### src/hw/rtl/wcts_pkg.sv
// ----------------------------------------------------------------------------
// wcts_pkg: shared types and constants
// Widths, register indexes and sequencer types for the wall column stepper.
// ----------------------------------------------------------------------------
package wcts_pkg;

    localparam int FRAC_BITS    = 16;
    localparam int MAX_TEX_LOG2 = 12;

    localparam int TEX_LOG2_W = 4;
    localparam int SCREEN_H_W = 13;
    localparam int COL_W      = 12;
    localparam int WALL_W     = 16;
    localparam int LH_W       = 16;
    localparam int DS_W       = 12;
    localparam int ROW_W      = 13;
    localparam int TEX_W      = 12;
    localparam int ADDR_W     = 24;
    localparam int TEXID_W    = 2;
    localparam int STEP_W     = 32;
    localparam int POS_W      = 48;

    // divide: dividend is 1 << (log2 + FRAC_BITS)
    localparam int DIV_BITS = FRAC_BITS + MAX_TEX_LOG2 + 1;
    // start offset magnitude
    localparam int OFF_W    = 17;
    localparam int CNT_W    = $clog2(DIV_BITS);

    localparam int CFG_IDX_W  = 1;
    localparam int CFG_DATA_W = SCREEN_H_W;

    typedef enum logic [CFG_IDX_W-1:0] {
        CFG_TEX_LOG2 = 1'b0,
        CFG_SCREEN_H = 1'b1
    } t_cfg_idx;

    typedef enum logic [TEXID_W-1:0] {
        TEX_NORTH = 2'd0,
        TEX_SOUTH = 2'd1,
        TEX_EAST  = 2'd2,
        TEX_WEST  = 2'd3
    } t_tex_id;

    typedef enum logic [1:0] {
        SEQ_IDLE,
        SEQ_DIV,
        SEQ_MUL,
        SEQ_DONE
    } t_seq_state;

    typedef struct packed {
        logic                  start;
        logic [TEX_LOG2_W-1:0] log2;
        logic [LH_W-1:0]       line_height;
        logic [OFF_W-1:0]      off_mag;
    } t_seq_req;

    typedef struct packed {
        logic                done;
        logic [DIV_BITS-1:0] step;
        logic [POS_W-1:0]    prod;
    } t_seq_rsp;

    typedef struct packed {
        logic [POS_W-1:0] a;
        logic [POS_W-1:0] b;
        logic             cin;
    } t_alu_req;

endpackage

### src/hw/rtl/wcts_if.sv
// ----------------------------------------------------------------------------
// wcts interfaces: request, result and configuration channels
// Valid/ready channels carrying the stepper payloads.
// ----------------------------------------------------------------------------
interface wcts_in_if;
    logic                             valid;
    logic                             ready;
    logic                             action;
    logic [wcts_pkg::COL_W-1:0]       column;
    logic                             hit_side;
    logic                             ray_dir_positive;
    logic [wcts_pkg::WALL_W-1:0]      wall_pos;
    logic [wcts_pkg::LH_W-1:0]        line_height;
    logic [wcts_pkg::DS_W-1:0]        span_start;
    logic [wcts_pkg::ROW_W-1:0]       span_end;

    modport source (output valid, action, column, hit_side, ray_dir_positive,
                    wall_pos, line_height, span_start, span_end, input ready);
    modport sink   (input valid, action, column, hit_side, ray_dir_positive,
                    wall_pos, line_height, span_start, span_end, output ready);
endinterface

interface wcts_out_if;
    logic                             valid;
    logic                             ready;
    logic [wcts_pkg::COL_W-1:0]       out_column;
    logic [wcts_pkg::TEX_W-1:0]       row;
    logic [wcts_pkg::TEXID_W-1:0]     texture_id;
    logic [wcts_pkg::TEX_W-1:0]       tex_x;
    logic [wcts_pkg::TEX_W-1:0]       tex_y;
    logic [wcts_pkg::ADDR_W-1:0]      texel_address;
    logic                             last_row;

    modport source (output valid, out_column, row, texture_id, tex_x, tex_y,
                    texel_address, last_row, input ready);
    modport sink   (input valid, out_column, row, texture_id, tex_x, tex_y,
                    texel_address, last_row, output ready);
endinterface

interface wcts_cfg_if;
    logic                              valid;
    logic                              ready;
    logic [wcts_pkg::CFG_IDX_W-1:0]    index;
    logic [wcts_pkg::CFG_DATA_W-1:0]   data;

    modport source (output valid, index, data, input ready);
    modport sink   (input valid, index, data, output ready);
endinterface

### src/hw/rtl/wcts_alu.sv
// ----------------------------------------------------------------------------
// wcts_alu: shared adder
// One wide add with carry in/out, used for divide trials and multiply steps.
// ----------------------------------------------------------------------------
module wcts_alu (
    input  wcts_pkg::t_alu_req              i_req,
    output logic [wcts_pkg::POS_W-1:0]      o_sum,
    output logic                            o_cout
);
    logic [wcts_pkg::POS_W:0] w_sum;

    assign w_sum  = {1'b0, i_req.a} + {1'b0, i_req.b}
                  + {{wcts_pkg::POS_W{1'b0}}, i_req.cin};
    assign o_sum  = w_sum[wcts_pkg::POS_W-1:0];
    assign o_cout = w_sum[wcts_pkg::POS_W];
endmodule

### src/hw/rtl/wcts_seq.sv
// ----------------------------------------------------------------------------
// wcts_seq: step and start position sequencer
// Restoring divide for the step, then shift-add multiply of the offset,
// both on the shared adder.
// ----------------------------------------------------------------------------
module wcts_seq (
    input  logic                 i_clk,
    input  logic                 i_rst_n,
    input  wcts_pkg::t_seq_req   i_req,
    output wcts_pkg::t_seq_rsp   o_rsp
);
    wcts_pkg::t_seq_state r_state, n_state;

    logic [wcts_pkg::CNT_W-1:0]      r_cnt, n_cnt;
    logic [wcts_pkg::LH_W-1:0]       r_rem, n_rem;
    logic [wcts_pkg::DIV_BITS-1:0]   r_quo, n_quo;
    logic [wcts_pkg::LH_W-1:0]       r_div;
    logic [wcts_pkg::TEX_LOG2_W-1:0] r_log2;
    logic [wcts_pkg::OFF_W-1:0]      r_mplier, n_mplier;
    logic [wcts_pkg::POS_W-1:0]      r_mcand, n_mcand;
    logic [wcts_pkg::POS_W-1:0]      r_acc, n_acc;

    wcts_pkg::t_alu_req              w_alu;
    logic [wcts_pkg::POS_W-1:0]      w_sum;
    logic                            w_cout;
    logic                            w_dbit;
    logic [wcts_pkg::LH_W:0]         w_trial;

    wcts_alu u_alu (
        .i_req  (w_alu),
        .o_sum  (w_sum),
        .o_cout (w_cout)
    );

    // dividend is a single one bit at log2 + FRAC_BITS
    assign w_dbit  = (r_cnt == (wcts_pkg::CNT_W'(r_log2)
                              + wcts_pkg::CNT_W'(wcts_pkg::FRAC_BITS)));
    assign w_trial = {r_rem, w_dbit};

    always_comb begin
        n_state  = r_state;
        n_cnt    = r_cnt;
        n_rem    = r_rem;
        n_quo    = r_quo;
        n_mplier = r_mplier;
        n_mcand  = r_mcand;
        n_acc    = r_acc;
        w_alu.a   = r_acc;
        w_alu.b   = r_mcand & {wcts_pkg::POS_W{r_mplier[0]}};
        w_alu.cin = 1'b0;
        unique case (r_state)
            wcts_pkg::SEQ_IDLE: begin
                if (i_req.start) begin
                    n_state  = wcts_pkg::SEQ_DIV;
                    n_cnt    = wcts_pkg::CNT_W'(wcts_pkg::DIV_BITS - 1);
                    n_rem    = '0;
                    n_quo    = '0;
                    n_mplier = i_req.off_mag;
                    n_acc    = '0;
                end
            end
            wcts_pkg::SEQ_DIV: begin
                // trial subtract: trial - divisor, carry out means no borrow
                w_alu.a   = wcts_pkg::POS_W'(w_trial);
                w_alu.b   = ~wcts_pkg::POS_W'(r_div);
                w_alu.cin = 1'b1;
                n_rem = w_cout ? w_sum[wcts_pkg::LH_W-1:0] : w_trial[wcts_pkg::LH_W-1:0];
                n_quo = {r_quo[wcts_pkg::DIV_BITS-2:0], w_cout};
                if (r_cnt == '0) begin
                    n_state = wcts_pkg::SEQ_MUL;
                    n_cnt   = wcts_pkg::CNT_W'(wcts_pkg::OFF_W - 1);
                    n_mcand = wcts_pkg::POS_W'(n_quo);
                end else begin
                    n_cnt = r_cnt - 1'b1;
                end
            end
            wcts_pkg::SEQ_MUL: begin
                n_acc    = w_sum;
                n_mcand  = {r_mcand[wcts_pkg::POS_W-2:0], 1'b0};
                n_mplier = r_mplier >> 1;
                if (r_cnt == '0) begin
                    n_state = wcts_pkg::SEQ_DONE;
                end else begin
                    n_cnt = r_cnt - 1'b1;
                end
            end
            wcts_pkg::SEQ_DONE: begin
                n_state = wcts_pkg::SEQ_IDLE;
            end
            default: begin
                n_state = wcts_pkg::SEQ_IDLE;
            end
        endcase
    end

    always_ff @(posedge i_clk) begin
        if (!i_rst_n) begin
            r_state <= wcts_pkg::SEQ_IDLE;
        end else begin
            r_state <= n_state;
        end
        r_cnt    <= n_cnt;
        r_rem    <= n_rem;
        r_quo    <= n_quo;
        r_mplier <= n_mplier;
        r_mcand  <= n_mcand;
        r_acc    <= n_acc;
        if (r_state == wcts_pkg::SEQ_IDLE && i_req.start) begin
            r_div  <= i_req.line_height;
            r_log2 <= i_req.log2;
        end
    end

    assign o_rsp.done = (r_state == wcts_pkg::SEQ_DONE);
    assign o_rsp.step = r_quo;
    assign o_rsp.prod = r_acc;
endmodule

### src/hw/rtl/wall_column_texel_stepper_top.sv
// ----------------------------------------------------------------------------
// wall_column_texel_stepper_top: textured wall column to texel coordinates
// Column setup on a shared-adder sequencer, then one pixel per row request.
// ----------------------------------------------------------------------------
// A start request (action 0) sets up one wall column: it latches the column,
// picks the texture, forms tex_x, and runs the sequencer, which divides the
// texture size by the line height one quotient bit per cycle and then
// multiplies the start offset by that step one bit per cycle on the same
// adder; the input is held not ready until the sequencer is done, and the
// start request produces no result. A row request (action 1) is taken
// whenever the sequencer is idle and the output register is empty or being
// drained, so rows stream one per cycle; a row past the end of the column
// is taken and gives no result. Configuration writes are accepted at any
// time but must only be made while the block is idle. Texture log2 values
// above 12 act as 12.
// ----------------------------------------------------------------------------
module wall_column_texel_stepper_top (
    input  logic            i_clk,
    input  logic            i_rst_n,
    wcts_cfg_if.sink        i_cfg,
    wcts_in_if.sink         i_in,
    wcts_out_if.source      o_out
);
    // configuration
    logic [wcts_pkg::TEX_LOG2_W-1:0] r_tex_log2;
    logic [wcts_pkg::SCREEN_H_W-1:0] r_screen_h;

    // column state
    logic [wcts_pkg::COL_W-1:0]      r_column;
    logic [wcts_pkg::TEXID_W-1:0]    r_texture;
    logic [wcts_pkg::TEX_W-1:0]      r_tex_x;
    logic [wcts_pkg::STEP_W-1:0]     r_step;
    logic [wcts_pkg::POS_W-1:0]      r_pos;
    logic [wcts_pkg::ROW_W-1:0]      r_row;
    logic [wcts_pkg::ROW_W-1:0]      r_end_row;
    logic                            r_off_neg;
    logic                            r_busy;

    // result register
    logic                            r_out_valid;
    logic [wcts_pkg::COL_W-1:0]      r_out_column;
    logic [wcts_pkg::TEX_W-1:0]      r_out_row;
    logic [wcts_pkg::TEXID_W-1:0]    r_out_texture;
    logic [wcts_pkg::TEX_W-1:0]      r_out_tex_x;
    logic [wcts_pkg::TEX_W-1:0]      r_out_tex_y;
    logic [wcts_pkg::ADDR_W-1:0]     r_out_addr;
    logic                            r_out_last;

    logic [wcts_pkg::TEX_LOG2_W-1:0] w_log2;
    logic [wcts_pkg::TEX_W-1:0]      w_mask;
    logic                            w_accept;
    logic                            w_start;
    logic                            w_row_go;
    logic [wcts_pkg::LH_W-1:0]       w_lh;
    logic signed [wcts_pkg::OFF_W:0] w_off;
    logic [wcts_pkg::TEX_W-1:0]      w_tx_raw;
    logic [wcts_pkg::TEX_W-1:0]      w_tex_y;
    logic [wcts_pkg::ADDR_W-1:0]     w_addr;
    wcts_pkg::t_seq_req              w_seq_req;
    wcts_pkg::t_seq_rsp              w_seq_rsp;

    assign i_cfg.ready = 1'b1;

    // clamp texture log2, mask is size - 1
    assign w_log2 = (r_tex_log2 > wcts_pkg::TEX_LOG2_W'(wcts_pkg::MAX_TEX_LOG2))
                  ? wcts_pkg::TEX_LOG2_W'(wcts_pkg::MAX_TEX_LOG2) : r_tex_log2;
    assign w_mask = wcts_pkg::TEX_W'((wcts_pkg::ADDR_W'(1) << w_log2) - 1'b1);

    assign i_in.ready = !r_busy && (!r_out_valid || o_out.ready);
    assign w_accept   = i_in.valid && i_in.ready;
    assign w_start    = w_accept && !i_in.action;
    assign w_row_go   = w_accept && i_in.action && (r_row < r_end_row);

    // start offset: span_start - screen_height/2 + line_height/2
    assign w_lh  = (i_in.line_height == '0) ? wcts_pkg::LH_W'(1) : i_in.line_height;
    assign w_off = $signed({1'b0, wcts_pkg::OFF_W'(i_in.span_start)})
                 - $signed({1'b0, wcts_pkg::OFF_W'(r_screen_h >> 1)})
                 + $signed({1'b0, wcts_pkg::OFF_W'(w_lh >> 1)});

    assign w_seq_req.start       = w_start;
    assign w_seq_req.log2        = w_log2;
    assign w_seq_req.line_height = w_lh;
    assign w_seq_req.off_mag     = w_off[wcts_pkg::OFF_W]
                                 ? wcts_pkg::OFF_W'(-w_off) : wcts_pkg::OFF_W'(w_off);

    wcts_seq u_seq (
        .i_clk   (i_clk),
        .i_rst_n (i_rst_n),
        .i_req   (w_seq_req),
        .o_rsp   (w_seq_rsp)
    );

    // tex_x = floor(wall_pos * size / 2^16); mirror is mask xor
    assign w_tx_raw = wcts_pkg::TEX_W'(i_in.wall_pos >> (wcts_pkg::WALL_W - 32'(w_log2)));

    // row datapath
    assign w_tex_y = r_pos[wcts_pkg::FRAC_BITS +: wcts_pkg::TEX_W] & w_mask;
    assign w_addr  = (wcts_pkg::ADDR_W'(w_tex_y) << w_log2) + wcts_pkg::ADDR_W'(r_tex_x);

    always_ff @(posedge i_clk) begin
        if (!i_rst_n) begin
            r_tex_log2  <= wcts_pkg::TEX_LOG2_W'(6);
            r_screen_h  <= wcts_pkg::SCREEN_H_W'(480);
            r_column    <= '0;
            r_texture   <= '0;
            r_tex_x     <= '0;
            r_step      <= '0;
            r_pos       <= '0;
            r_row       <= '0;
            r_end_row   <= '0;
            r_off_neg   <= 1'b0;
            r_busy      <= 1'b0;
            r_out_valid <= 1'b0;
        end else begin
            if (i_cfg.valid) begin
                unique case (wcts_pkg::t_cfg_idx'(i_cfg.index))
                    wcts_pkg::CFG_TEX_LOG2: r_tex_log2 <= i_cfg.data[wcts_pkg::TEX_LOG2_W-1:0];
                    wcts_pkg::CFG_SCREEN_H: r_screen_h <= i_cfg.data;
                    default: ;
                endcase
            end

            if (w_start) begin
                r_busy    <= 1'b1;
                r_off_neg <= w_off[wcts_pkg::OFF_W];
                r_column  <= i_in.column;
                r_row     <= wcts_pkg::ROW_W'(i_in.span_start);
                r_end_row <= i_in.span_end;
                if (i_in.hit_side) begin
                    r_texture <= i_in.ray_dir_positive ? wcts_pkg::TEX_NORTH
                                                       : wcts_pkg::TEX_SOUTH;
                end else begin
                    r_texture <= i_in.ray_dir_positive ? wcts_pkg::TEX_EAST
                                                       : wcts_pkg::TEX_WEST;
                end
                // east and south hits read the texture mirrored
                r_tex_x <= (i_in.hit_side ^ i_in.ray_dir_positive)
                         ? (w_tx_raw ^ w_mask) : w_tx_raw;
            end

            if (w_seq_rsp.done) begin
                r_busy <= 1'b0;
                r_step <= wcts_pkg::STEP_W'(w_seq_rsp.step);
                r_pos  <= r_off_neg ? (~w_seq_rsp.prod + 1'b1) : w_seq_rsp.prod;
            end

            if (w_row_go) begin
                r_out_valid <= 1'b1;
                r_pos       <= r_pos + wcts_pkg::POS_W'(r_step);
                r_row       <= r_row + 1'b1;
            end else if (o_out.ready) begin
                r_out_valid <= 1'b0;
            end
        end
    end

    // result payload
    always_ff @(posedge i_clk) begin
        if (w_row_go) begin
            r_out_column  <= r_column;
            r_out_row     <= r_row[wcts_pkg::TEX_W-1:0];
            r_out_texture <= r_texture;
            r_out_tex_x   <= r_tex_x;
            r_out_tex_y   <= w_tex_y;
            r_out_addr    <= w_addr;
            r_out_last    <= ((r_row + 1'b1) == r_end_row);
        end
    end

    assign o_out.valid         = r_out_valid;
    assign o_out.out_column    = r_out_column;
    assign o_out.row           = r_out_row;
    assign o_out.texture_id    = r_out_texture;
    assign o_out.tex_x         = r_out_tex_x;
    assign o_out.tex_y         = r_out_tex_y;
    assign o_out.texel_address = r_out_addr;
    assign o_out.last_row      = r_out_last;
endmodule
### src/flat_wrapper.sv
// flat-port wrapper written by rule: the top's interface ports become plain ports
module wall_column_texel_stepper_top_flat 
  (i_clk, i_rst_n, i_cfg_valid, i_cfg_index, i_cfg_data, i_cfg_ready, i_in_valid, i_in_action, i_in_column, i_in_hit_side, i_in_ray_dir_positive, i_in_wall_pos, i_in_line_height, i_in_span_start, i_in_span_end, i_in_ready, o_out_valid, o_out_out_column, o_out_row, o_out_texture_id, o_out_tex_x, o_out_tex_y, o_out_texel_address, o_out_last_row, o_out_ready);
  wcts_cfg_if i_cfg_i ();
  wcts_in_if i_in_i ();
  wcts_out_if o_out_i ();
  input  logic i_clk;
  input  logic i_rst_n;
  input wire logic [$bits(i_cfg_i.valid)-1:0] i_cfg_valid;
  input wire logic [$bits(i_cfg_i.index)-1:0] i_cfg_index;
  input wire logic [$bits(i_cfg_i.data)-1:0] i_cfg_data;
  output wire logic [$bits(i_cfg_i.ready)-1:0] i_cfg_ready;
  input wire logic [$bits(i_in_i.valid)-1:0] i_in_valid;
  input wire logic [$bits(i_in_i.action)-1:0] i_in_action;
  input wire logic [$bits(i_in_i.column)-1:0] i_in_column;
  input wire logic [$bits(i_in_i.hit_side)-1:0] i_in_hit_side;
  input wire logic [$bits(i_in_i.ray_dir_positive)-1:0] i_in_ray_dir_positive;
  input wire logic [$bits(i_in_i.wall_pos)-1:0] i_in_wall_pos;
  input wire logic [$bits(i_in_i.line_height)-1:0] i_in_line_height;
  input wire logic [$bits(i_in_i.span_start)-1:0] i_in_span_start;
  input wire logic [$bits(i_in_i.span_end)-1:0] i_in_span_end;
  output wire logic [$bits(i_in_i.ready)-1:0] i_in_ready;
  output wire logic [$bits(o_out_i.valid)-1:0] o_out_valid;
  output wire logic [$bits(o_out_i.out_column)-1:0] o_out_out_column;
  output wire logic [$bits(o_out_i.row)-1:0] o_out_row;
  output wire logic [$bits(o_out_i.texture_id)-1:0] o_out_texture_id;
  output wire logic [$bits(o_out_i.tex_x)-1:0] o_out_tex_x;
  output wire logic [$bits(o_out_i.tex_y)-1:0] o_out_tex_y;
  output wire logic [$bits(o_out_i.texel_address)-1:0] o_out_texel_address;
  output wire logic [$bits(o_out_i.last_row)-1:0] o_out_last_row;
  input wire logic [$bits(o_out_i.ready)-1:0] o_out_ready;
  assign i_cfg_i.valid = i_cfg_valid;
  assign i_cfg_i.index = i_cfg_index;
  assign i_cfg_i.data = i_cfg_data;
  assign i_cfg_ready = i_cfg_i.ready;
  assign i_in_i.valid = i_in_valid;
  assign i_in_i.action = i_in_action;
  assign i_in_i.column = i_in_column;
  assign i_in_i.hit_side = i_in_hit_side;
  assign i_in_i.ray_dir_positive = i_in_ray_dir_positive;
  assign i_in_i.wall_pos = i_in_wall_pos;
  assign i_in_i.line_height = i_in_line_height;
  assign i_in_i.span_start = i_in_span_start;
  assign i_in_i.span_end = i_in_span_end;
  assign i_in_ready = i_in_i.ready;
  assign o_out_valid = o_out_i.valid;
  assign o_out_out_column = o_out_i.out_column;
  assign o_out_row = o_out_i.row;
  assign o_out_texture_id = o_out_i.texture_id;
  assign o_out_tex_x = o_out_i.tex_x;
  assign o_out_tex_y = o_out_i.tex_y;
  assign o_out_texel_address = o_out_i.texel_address;
  assign o_out_last_row = o_out_i.last_row;
  assign o_out_i.ready = o_out_ready;
  wall_column_texel_stepper_top u_core (.i_clk(i_clk), .i_rst_n(i_rst_n), .i_cfg(i_cfg_i), .i_in(i_in_i), .o_out(o_out_i));
endmodule
### config.mk
export PLATFORM = sky130hd
export DESIGN_NAME = wall_column_texel_stepper_top_flat
export DESIGN_NICKNAME = d
export VERILOG_FILES = /design/src/hw/rtl/wcts_pkg.sv /design/src/hw/rtl/wcts_if.sv /design/src/hw/rtl/wcts_alu.sv /design/src/hw/rtl/wcts_seq.sv /design/src/hw/rtl/wall_column_texel_stepper_top.sv /design/src/flat_wrapper.sv
export SDC_FILE = /design/constraint.sdc
export NUM_CORES = 1
export LEC_CHECK = 0
export BUFFER_PORTS_ARGS = -buffer_cell sky130_fd_sc_hd__buf_2
export CORE_UTILIZATION = 55
export CTS_CLUSTER_DIAMETER = 50
export DETAILED_ROUTE_END_ITERATION = 6
export HOLD_SLACK_MARGIN = 0.05
export PLACE_DENSITY = 0.85
export SLEW_MARGIN = 40
export SYNTH_ARGS = -nofsm -noshare
export SYNTH_HDL_FRONTEND = slang
export SYNTH_HIERARCHICAL = 1
export SYNTH_SLANG_ARGS = --single-unit
### constraint.sdc
create_clock -name i_clk -period 6.5 [get_ports i_clk]
set_input_delay 1.3 -clock i_clk [delete_from_list [all_inputs] [get_ports i_clk]]
set_output_delay 1.3 -clock i_clk [all_outputs]
set_load 0.02 [all_outputs]
==> flow_metrics.tcl, run 1 <==
set metrics [dict create \
    detailed_place_hpwl_um 44700 \
    grt_pass1_vias 19700 \
    clk_latency_ns 0.59 \
    maxCapViolCount 0 \
    p_clk_share_pct 24.8 \
    ff2ff_path_depth 22 \
    required_ns 6.81 \
    synth_warnings 6 \
    grt.total_usage_pct 26.8 \
    grt-ovfl-total 0 \
    cp_max_fo 27 \
    cp.arrival_ns 6.29 \
    grt_max_degree 114 \
    cts.sinks 386 \
    cts_setup_buffers 0 \
    wirelength_um 63300 \
    violations "DRC" \
    worst_slew_pin_slew_ns 0.833 \
    min-delay-start "u_core/r_column[1]" \
    synthCells 2619 \
    numCtsBuffers 45 \
    nNetsFinal 2954 \
    synth_area_per_cell_sq_um 9.57 \
    vias 20300 \
    swShare_pct 38.1 \
    dieArea_sq_um 46400 \
    critical_path_class "reg -> reg" \
    gp_congestion 0.943 \
    seqPwrFrac_pct 33.2 \
    fin_crit_sh_pct 91.9 \
    fin_skew_ns 0.0236 \
    crit_start "u_core/r_tex_log2[3]" \
    first_iter_violations 1714 \
    postCtsHoldBufs 0 \
    fin_ws_ns 0.528 \
    slew_violations 0 \
    io_pins 169 \
    worstSetupEndpoint "u_core/o_out.texel_address[21]" \
    total_power_w 0.0105 \
    synth_fp_nets 2859 \
    tns_ns 0 \
    relSlewSlack_pct 44.1 \
    finalCriticalPeriod_ns 5.97 \
    syn_to_final_growth_pct 11.0 \
    wl_per_cell_um 18.9 \
    pre_cts_ws_ns 0.564 \
    seqCellArea_sq_um 10300 \
    p_leak_nw 11.0 \
    initial_core_util_pct 56.2 \
    drive_gt1_share_pct 15.1 \
    fin_area_sq_um 27800 \
    multi_input_area_sq_um 13900 \
    syn-cell-area_sq_um 25100 \
    comb_power_share_pct 42.0 \
    viasPerCell 6.08 \
    fp.coreArea_sq_um 44600 \
    firstDrtPassIters 7 \
    rsz0062_at_grt "false" \
    cts_tree "done" \
    cts-resized-gates 0 \
    reg2reg_slack_ns 0.53 \
    ant_nets 0 \
    drc_errors 23 \
    finalSetupViolations 0 \
    fillers 3576 \
    status "finished with violations" \
    grt_pass1_wl_um 102000 \
    cts_root_buf "clkbuf_16" \
    r2r_start "u_core/r_tex_log2[3]" \
    clk_pin_slew_ns 0.06 \
    die_h_um 215 \
    antenna_found_initial 1 \
    clock_path_buffers 3 \
    p_per_area_nw_per_um2 379 \
    vdd_ir_drop_max_mv 0.292 \
    worst_setup_path_end_kind "flop" \
    finish.utilization_pct 62.3 \
    portBuffers 167 \
    switching_power_w 0.00402 \
    rr_endpoint "u_core/o_out.texel_address[21]" \
    place_area_sq_um 26300 \
    intPower_w 0.00652 \
    htree_levels 2 \
    cp-start-kind "flop" \
    hold_class "reg -> reg" \
    chipWidth_um 215 \
    rows 77 \
    final_hold_viol_count 0 \
    max_freq_ghz 0.167 \
]
==> registers in the layout, summed over array words and instances, names as in the netlist, 13 cells and up <==
signal	flops
u_core/o_out.texel_address	24
u_core/r_end_row	13
u_core/r_pos	28
u_core/r_row	13
u_core/r_step	28
u_core/u_seq/r_acc	48
u_core/u_seq/r_div	16
u_core/u_seq/r_mcand	48
u_core/u_seq/r_mplier	17
u_core/u_seq/r_quo	28
u_core/u_seq/r_rem	16
==> cells in the final DEF, fill, tap and decap left out, types with 12 or more instances in the layout <==
| master | count |
|---|---|
| a211oi_1 | 51 |
| a21o_1 | 45 |
| a21oi_1 | 186 |
| a31oi_1 | 15 |
| and2_1 | 108 |
| and3_1 | 23 |
| buf_2 | 167 |
| buf_4 | 23 |
| clkbuf_16 | 45 |
| dfxtp_1 | 127 |
| edfxtp_1 | 257 |
| ha_1 | 140 |
| inv_1 | 74 |
| mux2_2 | 66 |
| mux2i_1 | 89 |
| nand2_1 | 274 |
| nand2b_1 | 22 |
| nand3_1 | 61 |
| nand4_1 | 17 |
| nor2_1 | 216 |
| nor2b_1 | 53 |
| nor3_1 | 39 |
| o211ai_1 | 23 |
| o21a_1 | 18 |
| o21ai_0 | 120 |
| o21bai_1 | 12 |
| or3_1 | 16 |
| xnor2_1 | 96 |
| xor2_1 | 92 |
==> worst max-delay path: stages, from the launching register on <==
cell     delay (ns)
dfxtp_2        0.50
a21bo_1        0.18
buf_4          0.35
inv_2          0.07
ha_1           0.31
nand2_1        0.10
ha_1           0.41
or3b_2         0.48
a32o_1         0.27
and3_1         0.19
o32ai_1        0.37
mux2i_1        0.21
and2_1         0.20
ha_1           0.29
o21ai_0        0.08
nor2_1         0.14
and3_1         0.22
o31a_1         0.19
o41ai_1        0.11
or2_2          0.34
nor4_4         0.36
nand3_1        0.14
xor2_1         0.20
==> power by group through the flow <==
| stage | registers [W] | logic, W | clock network (W) |
|---|---|---|---|
| after floorplan | 0.00355 | 0.00331 | 0 |
| after global placement | 0.00351 | 0.00419 | 0 |
| after detailed placement | 0.00353 | 0.00433 | 0 |
| after CTS | 0.00349 | 0.00437 | 0.00266 |
| after global routing | 0.00354 | 0.00486 | 0.00275 |
| final | 0.00350 | 0.00443 | 0.00262 |
==> cell type report <==
class                           count  share of cell area (%)
Antenna cell                        1                 0.00900
Clock buffer                       58                    4.40
Clock inverter                     26                    1.12
Inverter                           82                    1.14
Multi-Input combinational cell   2006                    49.8
Sequential cell                   386                    37.0
Tap cell                          592                    2.66
Timing Repair Buffer              193                    3.79
==> through the flow <==
step,std cells,hold WS (ns)
after CTS,3343,0.429
after global routing,3343,0.443
after detailed placement,3259,0.415
after global placement,3258,0.412
after floorplan,2619,0.408
final,3344,0.427
==> per-layer routing <==
layer  track usage [%]  vias to the layer above  routed length, um
li1                  -                     9631                  -
met1              36.2                     9813              27800
met2              44.6                      755              29800
met3              3.85                      133               3980
met4              8.32                        0               1730
met5                 0                        -                  0
==> how the worst min path moves through the flow <==
stage / to / slack, ns / cells past startpoint
2_1_floorplan: u_core/o_out.out_column[0] / 0.41 / 0
3_5_place_dp: u_core/o_out.out_column[1] / 0.41 / 0
3_3_place_gp: u_core/o_out.out_column[4] / 0.41 / 0
5_1_grt: u_core/o_out.out_column[5] / 0.44 / 0
6_report: u_core/o_out.out_column[1] / 0.43 / 0
4_1_cts: u_core/o_out.out_column[1] / 0.43 / 0
(Power assumes the default switching activity.)
==> run 2: changes to the inputs <==
--- a/config.mk
+++ b/config.mk
@@ -5,12 +5,13 @@
 export SDC_FILE = /design/constraint.sdc
 export NUM_CORES = 1
 export LEC_CHECK = 0
+export ABC_AREA = 1
 export BUFFER_PORTS_ARGS = -buffer_cell sky130_fd_sc_hd__buf_2
 export CORE_UTILIZATION = 55
 export CTS_CLUSTER_DIAMETER = 50
 export DETAILED_ROUTE_END_ITERATION = 6
 export HOLD_SLACK_MARGIN = 0.05
-export PLACE_DENSITY = 0.85
+export PLACE_DENSITY = 0.82
 export SLEW_MARGIN = 40
 export SYNTH_ARGS = -nofsm -noshare
 export SYNTH_HDL_FRONTEND = slang
==> constraint.sdc (replaced) <==
create_clock -name i_clk -period 5.6 [get_ports i_clk]
set_input_delay 1.12 -clock i_clk [delete_from_list [all_inputs] [get_ports i_clk]]
set_output_delay 1.12 -clock i_clk [all_outputs]
set_load 0.02 [all_outputs]
==> run 2 against run 1 <==
Against the previous run: the flow now finishes without violations; worst setup slack better by 0.041 ns; first-iteration DRC count is 58% higher; sequential share of layout area is 2.6 points lower; area after synthesis is 7.7% higher; global-route usage is 3.0 points higher; via count is 23% higher; final area is 7.5% higher; die area is 7.6% higher; critical endpoint is now u_core/o_out.texel_address[14]; highest routed layer unchanged.
==> flow_metrics.tcl, run 2 <==
set metrics [dict create \
    numCtsBuffers 49 \
    finish.utilization_pct 62.2 \
    whs_ns 0.425 \
    drc_errors 0 \
    fp.coreArea_sq_um 48000 \
    layout_commonest_cell "nand2_1" \
    cts-resized-gates 0 \
    grt_pass1_wl_um 119000 \
    cts_root_buf "clkbuf_16" \
    synthCells 3793 \
    status "complete, no violations" \
    portBuffers 167 \
    fin_skew_ns 0.0318 \
    p_leak_nw 15.2 \
    fin_ws_ns 0.569 \
    pre_cts_ws_ns 0.328 \
    rsz0062_at_grt "false" \
    dieArea_sq_um 50000 \
    htree_levels 2 \
    viasPerCell 5.46 \
    fin_crit_sh_pct 89.8 \
    max_freq_ghz 0.199 \
    required_ns 5.96 \
    rows 80 \
    mostFrequentLayoutCells "1162 x nand2_1, 582 x inv_1, 336 x nor2_1" \
    clk_pin_slew_ns 0.06 \
    initial_core_util_pct 56.2 \
    maxCapViolCount 0 \
    worst_slew_pin_slew_ns 0.752 \
    drive_gt1_share_pct 10.2 \
    wl_per_cell_um 16.4 \
    cts_setup_buffers 0 \
    detailed_place_hpwl_um 55400 \
    cts_tree "done" \
    syn_to_final_growth_pct 10.7 \
    ff2ff_path_depth 26 \
    final_hold_viol_count 0 \
    postCtsHoldBufs 0 \
    clock_path_buffers 3 \
    gp_congestion 0.978 \
    grt_max_degree 73 \
    reg.largest.list "u_core/u_seq/r_acc (48), u_core/u_seq/r_mcand (48)" \
    finalSetupViolations 0 \
    synth_area_per_cell_sq_um 7.11 \
    p_per_area_nw_per_um2 492 \
    cp.arrival_ns 5.39 \
    synth_warnings 6 \
    firstDrtPassIters 7 \
    cp-start-kind "flop" \
    final-instance-count-excl-fill 4562 \
    ant_nets 0 \
    vias 24900 \
    holdPathStages 0 \
    grt-ovfl-total 0 \
    nNetsFinal 4144 \
    dp.cells 4468 \
    wirelength_um 74800 \
    chipWidth_um 224 \
    vdd_ir_drop_max_mv 0.351 \
    antenna_found_initial 2 \
    first_iter_violations 2711 \
    cts.sinks 386 \
    grt_pass1_vias 22800 \
    critical_path_class "reg -> reg" \
    syn-cell-area_sq_um 27000 \
    die_h_um 224 \
    clk_latency_ns 0.62 \
    relSlewSlack_pct 49.8 \
    worst_setup_path_end_kind "flop" \
    cp_max_fo 18 \
    finalCriticalPeriod_ns 5.03 \
    hold_class "reg -> reg" \
    slew_violations 0 \
    grt.total_usage_pct 29.8 \
    io_pins 169 \
    tns_ns 0 \
    synth_fp_nets 4033 \
]
-- run 2: worst paths after layout --
path         slack [ns]                        endpoint                  from
min                0.43      u_core/o_out.out_column[3]    u_core/r_column[3]
max reg2reg        0.57  u_core/o_out.texel_address[14]  u_core/r_tex_log2[3]
min reg2reg        0.43      u_core/o_out.out_column[3]    u_core/r_column[3]
max                0.57  u_core/o_out.texel_address[14]  u_core/r_tex_log2[3]
-- run 2: area by class of cell --
type	instances	area, sq um
clock buffers	70	1410
clock inverters	22	256
well taps	615	769
diodes	2	5.00
repair buffers	191	1040
multi-input cells	2671	13800
flip-flops and latches	386	10300
fillers	4299	18200
inverters	605	2280
-- run 2: layer usage --
| layer | up-vias | global-route usage [%] | part of all wire (%) |
|---|---|---|---|
| li1 | 12400 | - | - |
| met1 | 11400 | 42.1 | 44 |
| met2 | 977 | 47.2 | 46 |
| met3 | 153 | 3.95 | 7.4 |
| met4 | 0 | 9.72 | 2.8 |
| met5 | - | 0 | 0 |
-- run 2: power breakdown --
group	leakage, nW	internal [W]	total [W]	switching, W
Clock	0.811	0.00188	0.00322	0.00133
Combinational	10.9	0.00219	0.00710	0.00490
Sequential	3.49	0.00397	0.00438	0.000417
Total	15.2	0.00805	0.0147	0.00665
-- run 2: critical path: stages, from the launching register on --
cell,delay (ns)
dfxtp_1,0.34
nand2_4,0.08
inv_2,0.05
nor2_4,0.37
inv_2,0.23
ha_1,0.27
ha_1,0.22
nand2_2,0.16
ha_1,0.21
inv_1,0.05
nand2_1,0.06
nand2_1,0.06
nor2_1,0.20
nand2_1,0.08
o21ai_0,0.12
o21ai_1,0.13
nand2_1,0.11
nand2_1,0.06
nor2_1,0.17
ha_1,0.32
nand2_1,0.14
a21oi_1,0.05
a211oi_1,0.30
o221ai_1,0.18
a21oi_1,0.51
nor2_8,0.11
xor2_1,0.16
-- run 2: per-stage QoR --
stage               instance area, sq um  total power [W]
floorplan                          27000          0.00957
global placement                   28200           0.0112
detailed placement                 28200           0.0113
CTS                                29900           0.0146
global route                       29900           0.0158
finish                             29900           0.0147
